===== src/wbps_pkg.sv =====
// ----------------------------------------------------------------------------
// wbps_pkg: shared types and constants for the byte pattern scanner
// Register indexes, search mode codes, field widths and the mode control struct.
// ----------------------------------------------------------------------------
`default_nettype none

package wbps_pkg;

  localparam int DATA_BITS       = 8;
  localparam int CFG_DATA_BITS   = 64;
  localparam int CFG_INDEX_BITS  = 3;
  localparam int LENGTH_BITS     = 6;
  localparam int MODE_BITS       = 2;
  localparam int PAT_REG_COUNT   = 4;
  localparam int PAT_STORE_BYTES = PAT_REG_COUNT * CFG_DATA_BITS / DATA_BITS;
  localparam int PAT_INDEX_BITS  = $clog2(PAT_STORE_BYTES);

  // byte that matches anything in the wildcard modes
  localparam logic [DATA_BITS-1:0] ANY_BYTE = 8'h3F;

  // configuration register indexes
  localparam logic [CFG_INDEX_BITS-1:0] REG_PAT_0_7   = 3'd0;
  localparam logic [CFG_INDEX_BITS-1:0] REG_PAT_8_15  = 3'd1;
  localparam logic [CFG_INDEX_BITS-1:0] REG_PAT_16_23 = 3'd2;
  localparam logic [CFG_INDEX_BITS-1:0] REG_PAT_24_31 = 3'd3;
  localparam logic [CFG_INDEX_BITS-1:0] REG_LENGTH    = 3'd4;
  localparam logic [CFG_INDEX_BITS-1:0] REG_MODE      = 3'd5;

  // search modes
  localparam logic [MODE_BITS-1:0] MODE_WILD_ALL   = 2'd0;
  localparam logic [MODE_BITS-1:0] MODE_EXACT_ALL  = 2'd1;
  localparam logic [MODE_BITS-1:0] MODE_WILD_FIRST = 2'd2;
  localparam logic [MODE_BITS-1:0] MODE_OFF        = 2'd3;

  typedef struct packed {
    logic wild;        // '?' pattern bytes match anything
    logic enabled;     // matching active at all
    logic first_only;  // one match per region
  } mode_ctl_t;

endpackage

`default_nettype wire


===== src/wbps_if.sv =====
// ----------------------------------------------------------------------------
// wbps_if: stream channels of the byte pattern scanner
// Input byte channel and match address channel, valid/ready handshake.
// ----------------------------------------------------------------------------
`default_nettype none

interface wbps_in_if #(
  parameter int ADDRESS_BITS = 47
);
  logic                           valid;
  logic                           ready;
  logic [wbps_pkg::DATA_BITS-1:0] data_byte;
  logic                           first_of_region;
  logic [ADDRESS_BITS-1:0]        region_base;

  modport source (output valid, data_byte, first_of_region, region_base, input ready);
  modport sink   (input valid, data_byte, first_of_region, region_base, output ready);
endinterface

interface wbps_out_if #(
  parameter int ADDRESS_BITS = 47
);
  logic                    valid;
  logic                    ready;
  logic [ADDRESS_BITS-1:0] match_address;

  modport source (output valid, match_address, input ready);
  modport sink   (input valid, match_address, output ready);
endinterface

`default_nettype wire


===== src/wbps_cfg.sv =====
// ----------------------------------------------------------------------------
// wbps_cfg: configuration registers and pattern alignment
// Holds the pattern, length and mode; registers the pattern reversed against
// the window (newest byte first) with a use mask, plus the clamped length.
// ----------------------------------------------------------------------------
`default_nettype none

module wbps_cfg #(
  parameter int MAX_PATTERN = 32,
  parameter int LEN_BITS    = $clog2(MAX_PATTERN + 1)
) (
  input  wire logic                                  clk,
  input  wire logic                                  rst,
  input  wire logic                                  cfg_write_enable,
  input  wire logic [wbps_pkg::CFG_INDEX_BITS-1:0]   cfg_index,
  input  wire logic [wbps_pkg::CFG_DATA_BITS-1:0]    cfg_data,
  output logic [MAX_PATTERN-1:0][wbps_pkg::DATA_BITS-1:0] aligned,
  output logic [MAX_PATTERN-1:0]                     mask,
  output logic [LEN_BITS-1:0]                        len_eff,
  output wbps_pkg::mode_ctl_t                        ctl
);

  logic [wbps_pkg::PAT_REG_COUNT-1:0][wbps_pkg::CFG_DATA_BITS-1:0] pat_reg;
  logic [wbps_pkg::LENGTH_BITS-1:0] pattern_length;
  logic [wbps_pkg::MODE_BITS-1:0]   search_mode;

  logic [wbps_pkg::PAT_STORE_BYTES-1:0][wbps_pkg::DATA_BITS-1:0] pat_byte;
  logic [MAX_PATTERN-1:0][wbps_pkg::DATA_BITS-1:0] aligned_next;
  logic [MAX_PATTERN-1:0]                          mask_next;
  logic [LEN_BITS-1:0]                             len_next;

  always_ff @(posedge clk) begin
    if (rst) begin
      pat_reg        <= '0;
      pattern_length <= wbps_pkg::LENGTH_BITS'(1);
      search_mode    <= wbps_pkg::MODE_WILD_ALL;
    end else if (cfg_write_enable) begin
      case (cfg_index)
        wbps_pkg::REG_PAT_0_7:   pat_reg[0] <= cfg_data;
        wbps_pkg::REG_PAT_8_15:  pat_reg[1] <= cfg_data;
        wbps_pkg::REG_PAT_16_23: pat_reg[2] <= cfg_data;
        wbps_pkg::REG_PAT_24_31: pat_reg[3] <= cfg_data;
        wbps_pkg::REG_LENGTH:    pattern_length <= cfg_data[wbps_pkg::LENGTH_BITS-1:0];
        wbps_pkg::REG_MODE:      search_mode <= cfg_data[wbps_pkg::MODE_BITS-1:0];
        default: ;
      endcase
    end
  end

  // byte 0 sits in the low bits of register 0
  assign pat_byte = pat_reg;

  always_comb begin
    int idx;
    if (int'(pattern_length) > MAX_PATTERN) begin
      len_next = LEN_BITS'(MAX_PATTERN);
    end else begin
      len_next = LEN_BITS'(pattern_length);
    end
    // window slot k holds the byte that pattern byte len-1-k must match
    for (int k = 0; k < MAX_PATTERN; k++) begin
      idx             = int'(len_next) - 1 - k;
      mask_next[k]    = (k < int'(len_next));
      aligned_next[k] = '0;
      if (k < int'(len_next) && idx < wbps_pkg::PAT_STORE_BYTES) begin
        aligned_next[k] = pat_byte[idx[wbps_pkg::PAT_INDEX_BITS-1:0]];
      end
    end
  end

  // the user must change config only while idle (the block does not enforce it),
  // so these output registers are hidden behind the input register of the scan pipeline
  always_ff @(posedge clk) begin
    aligned <= aligned_next;
    mask    <= mask_next;
    len_eff <= len_next;
  end

  assign ctl.wild       = search_mode inside {wbps_pkg::MODE_WILD_ALL,
                                              wbps_pkg::MODE_WILD_FIRST};
  assign ctl.enabled    = (search_mode != wbps_pkg::MODE_OFF);
  assign ctl.first_only = (search_mode == wbps_pkg::MODE_WILD_FIRST);

endmodule

`default_nettype wire


===== src/wbps_scan.sv =====
// ----------------------------------------------------------------------------
// wbps_scan: byte window, restart counter, address tracking and compare
// On each step shifts in one byte, compares the window with the aligned
// pattern and updates the scan state.
// ----------------------------------------------------------------------------
`default_nettype none

module wbps_scan #(
  parameter int MAX_PATTERN  = 32,
  parameter int ADDRESS_BITS = 47,
  parameter int LEN_BITS     = $clog2(MAX_PATTERN + 1)
) (
  input  wire logic                                  clk,
  input  wire logic                                  rst,
  input  wire logic                                  step,
  input  wire logic [wbps_pkg::DATA_BITS-1:0]        data_byte,
  input  wire logic                                  first_of_region,
  input  wire logic [ADDRESS_BITS-1:0]               region_base,
  input  wire logic [MAX_PATTERN-1:0][wbps_pkg::DATA_BITS-1:0] aligned,
  input  wire logic [MAX_PATTERN-1:0]                mask,
  input  wire logic [LEN_BITS-1:0]                   len_eff,
  input  wire wbps_pkg::mode_ctl_t                   ctl,
  output logic                                       hit,
  output logic [ADDRESS_BITS-1:0]                    match_address
);

  logic [MAX_PATTERN-1:0][wbps_pkg::DATA_BITS-1:0] byte_window;
  logic [MAX_PATTERN-1:0][wbps_pkg::DATA_BITS-1:0] byte_window_next;
  logic [LEN_BITS-1:0]     bytes_since_restart;
  logic [LEN_BITS-1:0]     count_now;
  logic                    region_done;
  logic                    done_now;
  logic [ADDRESS_BITS-1:0] next_addr;   // address of the next byte
  logic [ADDRESS_BITS-1:0] this_addr;
  logic [MAX_PATTERN-1:0]  slot_ok;

  always_comb begin
    byte_window_next[0] = data_byte;
    for (int k = 1; k < MAX_PATTERN; k++) begin
      byte_window_next[k] = first_of_region ? '0 : byte_window[k-1];
    end
  end

  always_comb begin
    if (first_of_region) begin
      count_now = LEN_BITS'(1);
    end else if (bytes_since_restart == LEN_BITS'(MAX_PATTERN)) begin
      count_now = bytes_since_restart;
    end else begin
      count_now = bytes_since_restart + LEN_BITS'(1);
    end
  end

  assign done_now  = first_of_region ? 1'b0 : region_done;
  assign this_addr = first_of_region ? region_base : next_addr;

  always_comb begin
    for (int k = 0; k < MAX_PATTERN; k++) begin
      slot_ok[k] = !mask[k] || (byte_window_next[k] == aligned[k]) ||
                   (ctl.wild && aligned[k] == wbps_pkg::ANY_BYTE);
    end
  end

  assign hit = ctl.enabled && (len_eff != '0) && !done_now &&
               (count_now >= len_eff) && (&slot_ok);

  // start of the match: current byte address minus (len - 1)
  assign match_address = this_addr - ADDRESS_BITS'(len_eff) + ADDRESS_BITS'(1);

  always_ff @(posedge clk) begin
    if (rst) begin
      byte_window         <= '0;
      bytes_since_restart <= '0;
      region_done         <= 1'b0;
      next_addr           <= '0;
    end else if (step) begin
      byte_window         <= byte_window_next;
      bytes_since_restart <= hit ? '0 : count_now;
      region_done         <= done_now | (hit & ctl.first_only);
      next_addr           <= this_addr + ADDRESS_BITS'(1);
    end
  end

endmodule

`default_nettype wire


===== src/wildcard_byte_pattern_scan.sv =====
// ----------------------------------------------------------------------------
// wildcard_byte_pattern_scan: streaming wildcard byte pattern matcher
// Scans a byte stream grouped into regions for a 1..MAX_PATTERN byte pattern
// and reports each non-overlapping match's start address (mode 2: first only).
// ----------------------------------------------------------------------------
//
//  channel   dir  handshake      payload
//  --------  ---  -------------  ----------------------------------------------
//  scan_in   in   valid / ready  data_byte, first_of_region, region_base
//  scan_out  out  valid / ready  match_address (zero or one per input byte)
//  cfg_*     in   write enable   cfg_index, cfg_data (6 registers, no read-back)
//
//  One byte per cycle sustained while scan_out accepts results. A byte moves
//  from the input transaction through the input register, then the window
//  compare into the result register. Reset (rst, synchronous) clears the window,
//  counters and both valid flags; config returns to length 1, mode 0, pattern 0.
//  A stalled result holds its register; the held input byte waits behind it
//  and scan_in stalls while the input register is full and cannot move on.
// ----------------------------------------------------------------------------
`default_nettype none

module wildcard_byte_pattern_scan #(
  parameter int MAX_PATTERN  = 32,
  parameter int ADDRESS_BITS = 47
) (
  input  wire logic                                clk,
  input  wire logic                                rst,
  wbps_in_if.sink                                  scan_in,
  wbps_out_if.source                               scan_out,
  input  wire logic                                cfg_write_enable,
  input  wire logic [wbps_pkg::CFG_INDEX_BITS-1:0] cfg_index,
  input  wire logic [wbps_pkg::CFG_DATA_BITS-1:0]  cfg_data
);

  localparam int LEN_BITS = $clog2(MAX_PATTERN + 1);

  // config view
  logic [MAX_PATTERN-1:0][wbps_pkg::DATA_BITS-1:0] aligned;
  logic [MAX_PATTERN-1:0] mask;
  logic [LEN_BITS-1:0]    len_eff;
  wbps_pkg::mode_ctl_t    ctl;

  // input register
  logic                           in_valid;
  logic [wbps_pkg::DATA_BITS-1:0] in_byte;
  logic                           in_first;
  logic [ADDRESS_BITS-1:0]        in_base;

  // result register
  logic                    out_valid;
  logic [ADDRESS_BITS-1:0] out_address;

  logic                    advance;
  logic                    hit;
  logic [ADDRESS_BITS-1:0] hit_address;

  wbps_cfg #(
    .MAX_PATTERN (MAX_PATTERN),
    .LEN_BITS    (LEN_BITS)
  ) u_cfg (
    .clk              (clk),
    .rst              (rst),
    .cfg_write_enable (cfg_write_enable),
    .cfg_index        (cfg_index),
    .cfg_data         (cfg_data),
    .aligned          (aligned),
    .mask             (mask),
    .len_eff          (len_eff),
    .ctl              (ctl)
  );

  // held byte moves on when the result slot is free or emptying this cycle
  assign advance       = in_valid && (!out_valid || scan_out.ready);
  assign scan_in.ready = !in_valid || advance;

  always_ff @(posedge clk) begin
    if (rst) begin
      in_valid <= 1'b0;
    end else if (scan_in.ready) begin
      in_valid <= scan_in.valid;
    end
  end

  always_ff @(posedge clk) begin
    if (scan_in.valid && scan_in.ready) begin
      in_byte  <= scan_in.data_byte;
      in_first <= scan_in.first_of_region;
      in_base  <= scan_in.region_base;
    end
  end

  wbps_scan #(
    .MAX_PATTERN  (MAX_PATTERN),
    .ADDRESS_BITS (ADDRESS_BITS),
    .LEN_BITS     (LEN_BITS)
  ) u_scan (
    .clk             (clk),
    .rst             (rst),
    .step            (advance),
    .data_byte       (in_byte),
    .first_of_region (in_first),
    .region_base     (in_base),
    .aligned         (aligned),
    .mask            (mask),
    .len_eff         (len_eff),
    .ctl             (ctl),
    .hit             (hit),
    .match_address   (hit_address)
  );

  // a byte without a match leaves the result slot empty
  always_ff @(posedge clk) begin
    if (rst) begin
      out_valid <= 1'b0;
    end else if (advance) begin
      out_valid <= hit;
    end else if (scan_out.ready) begin
      out_valid <= 1'b0;
    end
  end

  always_ff @(posedge clk) begin
    if (advance && hit) begin
      out_address <= hit_address;
    end
  end

  assign scan_out.valid         = out_valid;
  assign scan_out.match_address = out_address;

endmodule

`default_nettype wire

===== src/flat_wrapper.sv =====
// flat-port wrapper written by rule: the top's interface ports become plain ports
module wildcard_byte_pattern_scan_flat 
#(
  parameter int MAX_PATTERN  = 32,
  parameter int ADDRESS_BITS = 47
)
  (clk, rst, cfg_write_enable, cfg_index, cfg_data, scan_in_valid, scan_in_data_byte, scan_in_first_of_region, scan_in_region_base, scan_in_ready, scan_out_valid, scan_out_match_address, scan_out_ready);
  wbps_in_if #(.ADDRESS_BITS(ADDRESS_BITS)) scan_in_i ();
  wbps_out_if #(.ADDRESS_BITS(ADDRESS_BITS)) scan_out_i ();
  input  wire logic clk;
  input  wire logic rst;
  input  wire logic cfg_write_enable;
  input  wire logic [wbps_pkg::CFG_INDEX_BITS-1:0] cfg_index;
  input  wire logic [wbps_pkg::CFG_DATA_BITS-1:0] cfg_data;
  input wire logic [$bits(scan_in_i.valid)-1:0] scan_in_valid;
  input wire logic [$bits(scan_in_i.data_byte)-1:0] scan_in_data_byte;
  input wire logic [$bits(scan_in_i.first_of_region)-1:0] scan_in_first_of_region;
  input wire logic [$bits(scan_in_i.region_base)-1:0] scan_in_region_base;
  output wire logic [$bits(scan_in_i.ready)-1:0] scan_in_ready;
  output wire logic [$bits(scan_out_i.valid)-1:0] scan_out_valid;
  output wire logic [$bits(scan_out_i.match_address)-1:0] scan_out_match_address;
  input wire logic [$bits(scan_out_i.ready)-1:0] scan_out_ready;
  assign scan_in_i.valid = scan_in_valid;
  assign scan_in_i.data_byte = scan_in_data_byte;
  assign scan_in_i.first_of_region = scan_in_first_of_region;
  assign scan_in_i.region_base = scan_in_region_base;
  assign scan_in_ready = scan_in_i.ready;
  assign scan_out_valid = scan_out_i.valid;
  assign scan_out_match_address = scan_out_i.match_address;
  assign scan_out_i.ready = scan_out_ready;
  wildcard_byte_pattern_scan #(.MAX_PATTERN(MAX_PATTERN), .ADDRESS_BITS(ADDRESS_BITS)) u_core (.clk(clk), .rst(rst), .scan_in(scan_in_i), .scan_out(scan_out_i), .cfg_write_enable(cfg_write_enable), .cfg_index(cfg_index), .cfg_data(cfg_data));
endmodule

===== config.mk =====
export PLATFORM = sky130hd
export DESIGN_NAME = wildcard_byte_pattern_scan_flat
export DESIGN_NICKNAME = d
export VERILOG_FILES = /design/src/wbps_pkg.sv /design/src/wbps_if.sv /design/src/wbps_cfg.sv /design/src/wbps_scan.sv /design/src/wildcard_byte_pattern_scan.sv /design/src/flat_wrapper.sv
export SDC_FILE = /design/constraint.sdc
export NUM_CORES = 2
export LEC_CHECK = 0
export ABC_AREA = 1
export BUFFER_PORTS_ARGS = -buffer_cell sky130_fd_sc_hd__buf_2
export CAP_MARGIN = 20
export CORE_UTILIZATION = 43
export CTS_CLUSTER_SIZE = 24
export DETAILED_ROUTE_END_ITERATION = 7
export PLACE_DENSITY = 0.66
export SYNTH_ARGS = -nofsm -noshare
export SYNTH_HDL_FRONTEND = slang
export SYNTH_HIERARCHICAL = 1
export SYNTH_SLANG_ARGS = --single-unit

===== constraint.sdc =====
create_clock -name clk -period 5.89 [get_ports clk]
set_clock_uncertainty 0.2 [all_clocks]
set_input_delay 0.589 -clock clk [delete_from_list [all_inputs] [get_ports clk]]
set_output_delay 0.589 -clock clk [all_outputs]
set_load 0.005 [all_outputs]

; After elaboration in Yosys (flattened, before gate mapping)
; Index checks and enable logic that the tools add are counted.
[word_totals]
reg_bits = 965
latch_bits = 0
ramBits = 0
rom_bits = 0
in_bits = 128
out_inout_bits = 49
word_cells = 575
n_memories = 0
[op_classes]
add_sub_neg = 36
n_mul = 0
n_div = 0
n_lt_le_gt_ge = 98
n_eq_ne = 72
shift = 0
mux = 103
bitwise = 2
n_reduce_logical = 184
[op_table]
columns = operator, n
row1 = $bmux 8 s5, 32
row2 = $lt 32x7->1 const B, 30
row3 = $mux 8, 63
row4 = $eq 8x6->1 const B, 32
row5 = $eq 8x8->1, 32
row6 = $lt 5x6->1 const B, 32
row7 = $sub 7x6->8 const B, 16
row8 = $lt 5x6->1 const A, 16
row9 = $add 47x1->47 const B, 2
row10 = $logic_and 1x1->1, 71
row11 = $logic_or 1x1->1, 66
row12 = $sub 7x5->8 const B, 8
row13 = $lt 4x6->1 const A, 8
row14 = $mux 47, 1
row15 = $sub 47x6->47, 1
row16 = $logic_not 1->1, 35
row17 = $reduce_and 32->1, 1
row18 = $sub 7x4->8 const B, 4
row19 = $lt 3x6->1 const A, 4
row20 = $mux 6, 4
row21 = $sub 7x3->8 const B, 2
row22 = $lt 1x6->1 const A, 2
row23 = $lt 2x6->1 const A, 2
row24 = $reduce_and 2->1, 6
row25 = other kinds (20), 25

; Logic depth before layout (Yosys ltp)
[logic_depth]
word_depth = 8
mapped_depth = 28
mapped_depth_nobuf = 22

; Hierarchy
; Netlist, hierarchy kept.
[modules_own_cells]
columns = module, n_inst, cells_per_inst, area_each_um2
row1 = wbps_cfg, 1, 5776, 33618.5
row2 = wbps_scan, 1, 3419, 21829.7
row3 = wildcard_byte_pattern_scan, 1, 121, 3198.1

; Worst setup path after synthesis
; Ideal clock, no wire load.
[synth_path]
path_type = register to register
start = reg u_core.in_first
end = reg u_core.out_address[0], in the netlist u_core/scan_out.match_address[0], enable pin
arrival_ns = 5.199
required_time_ns = 5.181
slack_ns = -0.018
path_stages_with_launch = 16
n_path_buf = 4
synth_period_minus_slack_ns = 5.908
path_cell_list = edfxtp_1 > buf_6 > inv_6 > buf_8 > buf_2 > clkbuf_1 > and3_1 > ha_1 > nand2_1 > inv_1 > o211ai_1 > o211ai_1 > a41oi_1 > nor2_1 > inv_1 > nor3_1
[synth_between]
elab_chain_cells = 7
word_cells_on_any_way = 133
classes_between = 1 x order compare / 31 x eq/ne / 33 x mux / 68 x reduce/logical
[synth_lines]
columns = element, line_no
row1 = start: declaration, wildcard_byte_pattern_scan.sv:46  ; logic in_first;
row2 = start signal: assignment, wildcard_byte_pattern_scan.sv:87  ; in_first <= scan_in.first_of_region;
row3 = $mux 8, wbps_scan.sv:40  ; byte_window_next[k] = first_of_region ? '0 : byte_window[k-1];
row4 = $eq 8x8->1, wbps_scan.sv:59  ; slot_ok[k] = !mask[k] || (byte_window_next[k] == aligned[k]) ||
row5 = $logic_or 1x1->1 (2 in series), wbps_scan.sv:59
row6 = $reduce_and 32->1, wbps_scan.sv:65  ; (count_now >= len_eff) && (&slot_ok);
row7 = $logic_and 1x1->1 *, wbps_scan.sv:65
row8 = named net u_core.hit, wildcard_byte_pattern_scan.sv:54  ; logic hit;
row9 = $logic_and 1x1->1 *, wildcard_byte_pattern_scan.sv:123  ; if (advance && hit) begin
row10 = end signal: assignment, wildcard_byte_pattern_scan.sv:124  ; out_address <= hit_address;
row11 = end: declaration, wildcard_byte_pattern_scan.sv:51  ; logic [ADDRESS_BITS-1:0] out_address;
; Mark *: on every way through the listed nets, which the timed path passes. The rest lies on a longest branch.
; A chain may end at the register's enable or synchronous reset.

; Worst setup path in the final report
[layout_path]
start = reg u_core.in_first
end = reg u_core.out_address[27], in the netlist u_core/scan_out.match_address[27] (data pin)
[layout_between]
elab_chain_cells = 3
[layout_lines]
columns = element, line_no
row1 = $mux 47, wbps_scan.sv:55  ; assign this_addr = first_of_region ? region_base : next_addr;
row2 = $sub 47x6->47, wbps_scan.sv:68  ; assign match_address = this_addr - ADDRESS_BITS'(len_eff) + ADDRESS_BITS'(1);
row3 = $add 47x1->47, wbps_scan.sv:68
row4 = named net u_core.hit_address[27], wildcard_byte_pattern_scan.sv:55  ; logic [ADDRESS_BITS-1:0] hit_address;
; The timed path passes the listed nets, and every way through them passes these cells.

==> results.toml <==
[power]
p_per_area_nw_per_um2 = 312
peakVddDrop_uv = 261
p_total_w = 0.0205
p_leak_nw = 29.0

[die]
start_util_pct = 43.3
io_pins = 177
core_area_um2 = 135000
dieArea_um2 = 138000
fp.dieW_um = 371
fp-row-count = 135
dieHeight_um = 371

[timing]
period_share_pct = 85.7
finalSetupViolCount = 0
fmax_mhz = 198
period_minus_slack_ps = 5050
slew_headroom_pct = 14.7
finalHoldViolCount = 0
tns_ps = 0
worst_pin_slew_ps = 1270
rsz0062_at_grt = "no"
drv_slew = 0

[cts]
cts_tree = "done"
numCtsBuffers = 109
cts_sinks = 964
cts_hold_buffers = 103
clk-insertion-delay-late_ps = 800
clockBufferDepth = 3
cts_max_level = 3
cts_resized = 0
cts_setup_buffers = 0
cts.clk_slew.worst_paths_ps = 70
cts-root-buf = "clkbuf_16"

[grt]
first_global_vias = 56200
grt_pass1_wl_um = 396000
grtUsageTotal_pct = 39.7
antenna_found_initial = 27
grt.overflow.total = 0
grt_max_degree = 268

[finish]
fin_nets = 9557
synthToLayoutAreaGrowth_pct = 11.8
fillers = 14000
drive_above_1_share_pct = 6.77

[routing]
drc = 0
totalWireLength_um = 282000
dr.pass1.iters = 7
antenna_left = 0
drt_iter0_drc = 8477
wire_per_inst_um = 25.2
vias = 64200
routed_via_density = 5.72

[worst_setup_path]
crit_arrival_ps = 5390
slowest_stage = "o21ai_0"
end_kind = "flop"
crit_chain = "buf_4, nand2_1, o21ai_0, ha_1, inv_1, ha_1, fa_1, inv_1, o21a_1, o21ai_0, nand2_1, nand2_1, a21oi_1, o21ai_0, nand2_1, nand2_1, xor2_1"
cpPeakStageDelay_ps = 650
crit_fanout = 54
critPathLaunchType = "flop"
crit_type = "flop to flop"
critPathRequiredTime_ps = 6230
crit_top_cell = "nand2_1"

[logic_synthesis]
syn_inst = 9316
ys_types = 57
async_reset_ff_share_pct = 0
ys_seq_elements = 964
ys.flop_type = "dfxtp_1"
yosysWarnings = 6
syn_area_um2 = 58600
synth_edf_count = 103
synthesis.nets = 9555
synth.avg_cell_area_um2 = 6.30
seq_area_frac_synth_pct = 34.7

[place]
portBuffers = 176
gp_congestion = 1.14
hpwl_um = 220000

[flow_run]
maxCapViolCount = 0

[run_status]
status = "completed"

[worst_hold_path]
hp-class = "primary input to flop"
## area by class of cell
type / count / area [µm²] / area share, %
Timing Repair Buffer: 418 / 3040 / 4.63
Clock inverter: 63 / 774 / 1.18
Multi-Input combinational cell: 6958 / 32800 / 50.0
Inverter: 867 / 3280 / 5.00
Tap cell: 1781 / 2230 / 3.40
Sequential cell: 964 / 20300 / 31.0
Antenna cell: 17 / 42.5 / 0.0649
Clock buffer: 141 / 3070 / 4.69
## layer usage
metal	global-route usage [%]	wire (µm)	vias up
met2	57.1	114000	3459
met3	9.15	29800	635
li1	-	-	30300
met1	52.5	115000	29800
met4	27.2	22700	16
met5	0	107	-
## worst paths after layout
| kind | from | slack [ps] | to | cells after the start |
|---|---|---|---|---|
| max | u_core/in_first | 840 | u_core/scan_out.match_address[27] | 17 |
| min | cfg_data[44] | 30 | u_core/u_cfg/pat_byte[108] | 3 |
| max reg2reg | u_core/in_first | 840 | u_core/scan_out.match_address[27] | 17 |
| min reg2reg | u_core/u_cfg/pat_byte[232] | 260 | u_core/u_cfg/pat_byte[232] | 2 |
## cell families after synthesis
| family | count (synthesis) | synth area share [%] |
|---|---|---|
| AOI/OAI and AO/OA | 1900 | 16.7 |
| xor gates and xnor gates | 180 | 2.69 |
| adders and majority gates | 111 | 2.38 |
| buffers and inverters | 1394 | 9.53 |
| DFF | 964 | 34.7 |
| muxes | 7 | 0.119 |
| and+or+nand+nor | 4760 | 33.9 |
## sequential cells by signal, summed over array words and instances (netlist names), 2 cells and up
signal / cells
u_core/u_cfg/len_eff: 6
u_core/scan_out.match_address: 47
u_core/u_cfg/mask: 31
u_core/in_byte: 8
u_core/u_cfg/aligned: 256
u_core/u_cfg/pattern_length: 6
u_core/u_scan/bytes_since_restart: 6
u_core/u_cfg/pat_byte: 256
u_core/u_scan/byte_window: 248
u_core/in_base: 47
u_core/u_scan/next_addr: 47
u_core/u_cfg/search_mode: 2
## cells in the final DEF, fill, tap and decap left out, types with 30 or more instances in the layout
cell	count
xor2_1	152
nand3b_1	54
buf_2	176
clkbuf_16	112
dlygate4sd3_1	103
nand2_1	2919
nor3_1	59
o211ai_1	32
buf_4	132
nand3_1	930
dfxtp_1	860
nor2_1	597
o21ai_0	1097
a21oi_1	669
or2_2	53
nand4_1	81
edfxtp_1	103
ha_1	109
clkinv_2	30
inv_1	845
## where the power goes
group	internal [W]	switching (W)	total, W
clock	0.00420	0.00309	0.00729
sequential	0.00701	0.000298	0.00731
combinational	0.00149	0.00437	0.00586
## synthesized netlist by cell type (all sizes together) (6+ instances only)
cell / number / area, µm²
ha: 110 / 1380
o21a: 16 / 120
nand3b: 54 / 405
edfxtp: 103 / 3090
a21boi: 18 / 135
clkbuf: 284 / 1070
nand2: 2937 / 11100
nand3: 936 / 4720
o211ai: 33 / 262
nor3: 62 / 315
mux2i: 7 / 70.1
xnor2: 28 / 245
a21oi: 672 / 3370
nor4: 12 / 75.1
buf: 243 / 1260
nor2: 614 / 2370
inv: 865 / 3250
xor2: 152 / 1330
a21o: 6 / 45.0
nand4: 81 / 507
dfxtp: 861 / 17200
o21ai: 1116 / 5610
a31oi: 23 / 144
or2: 56 / 350
## metrics by stage
stage	std cells	setup slack, ps	hold WS, ps	cell area, µm²	util, %
final	11200	842	25.1	65600	48.4
after detailed placement	10900	961	247	60700	44.8
after global routing	11200	667	12.0	65600	48.4
after global placement	10900	920	244	60600	44.7
after floorplan	9316	1400	234	58700	-
after CTS	11200	957	1.66	65500	48.4
## critical path: cells and delay by family, from the launching register on
family,cells,cell delay [ps]
adders and majority gates,3,1220
DFF,1,470
and+or+nand+nor,5,610
buffers and inverters,3,700
AOI/OAI and AO/OA,5,1500
xor gates and xnor gates,1,70
No activity file was read; power rests on OpenSTA's default activity.
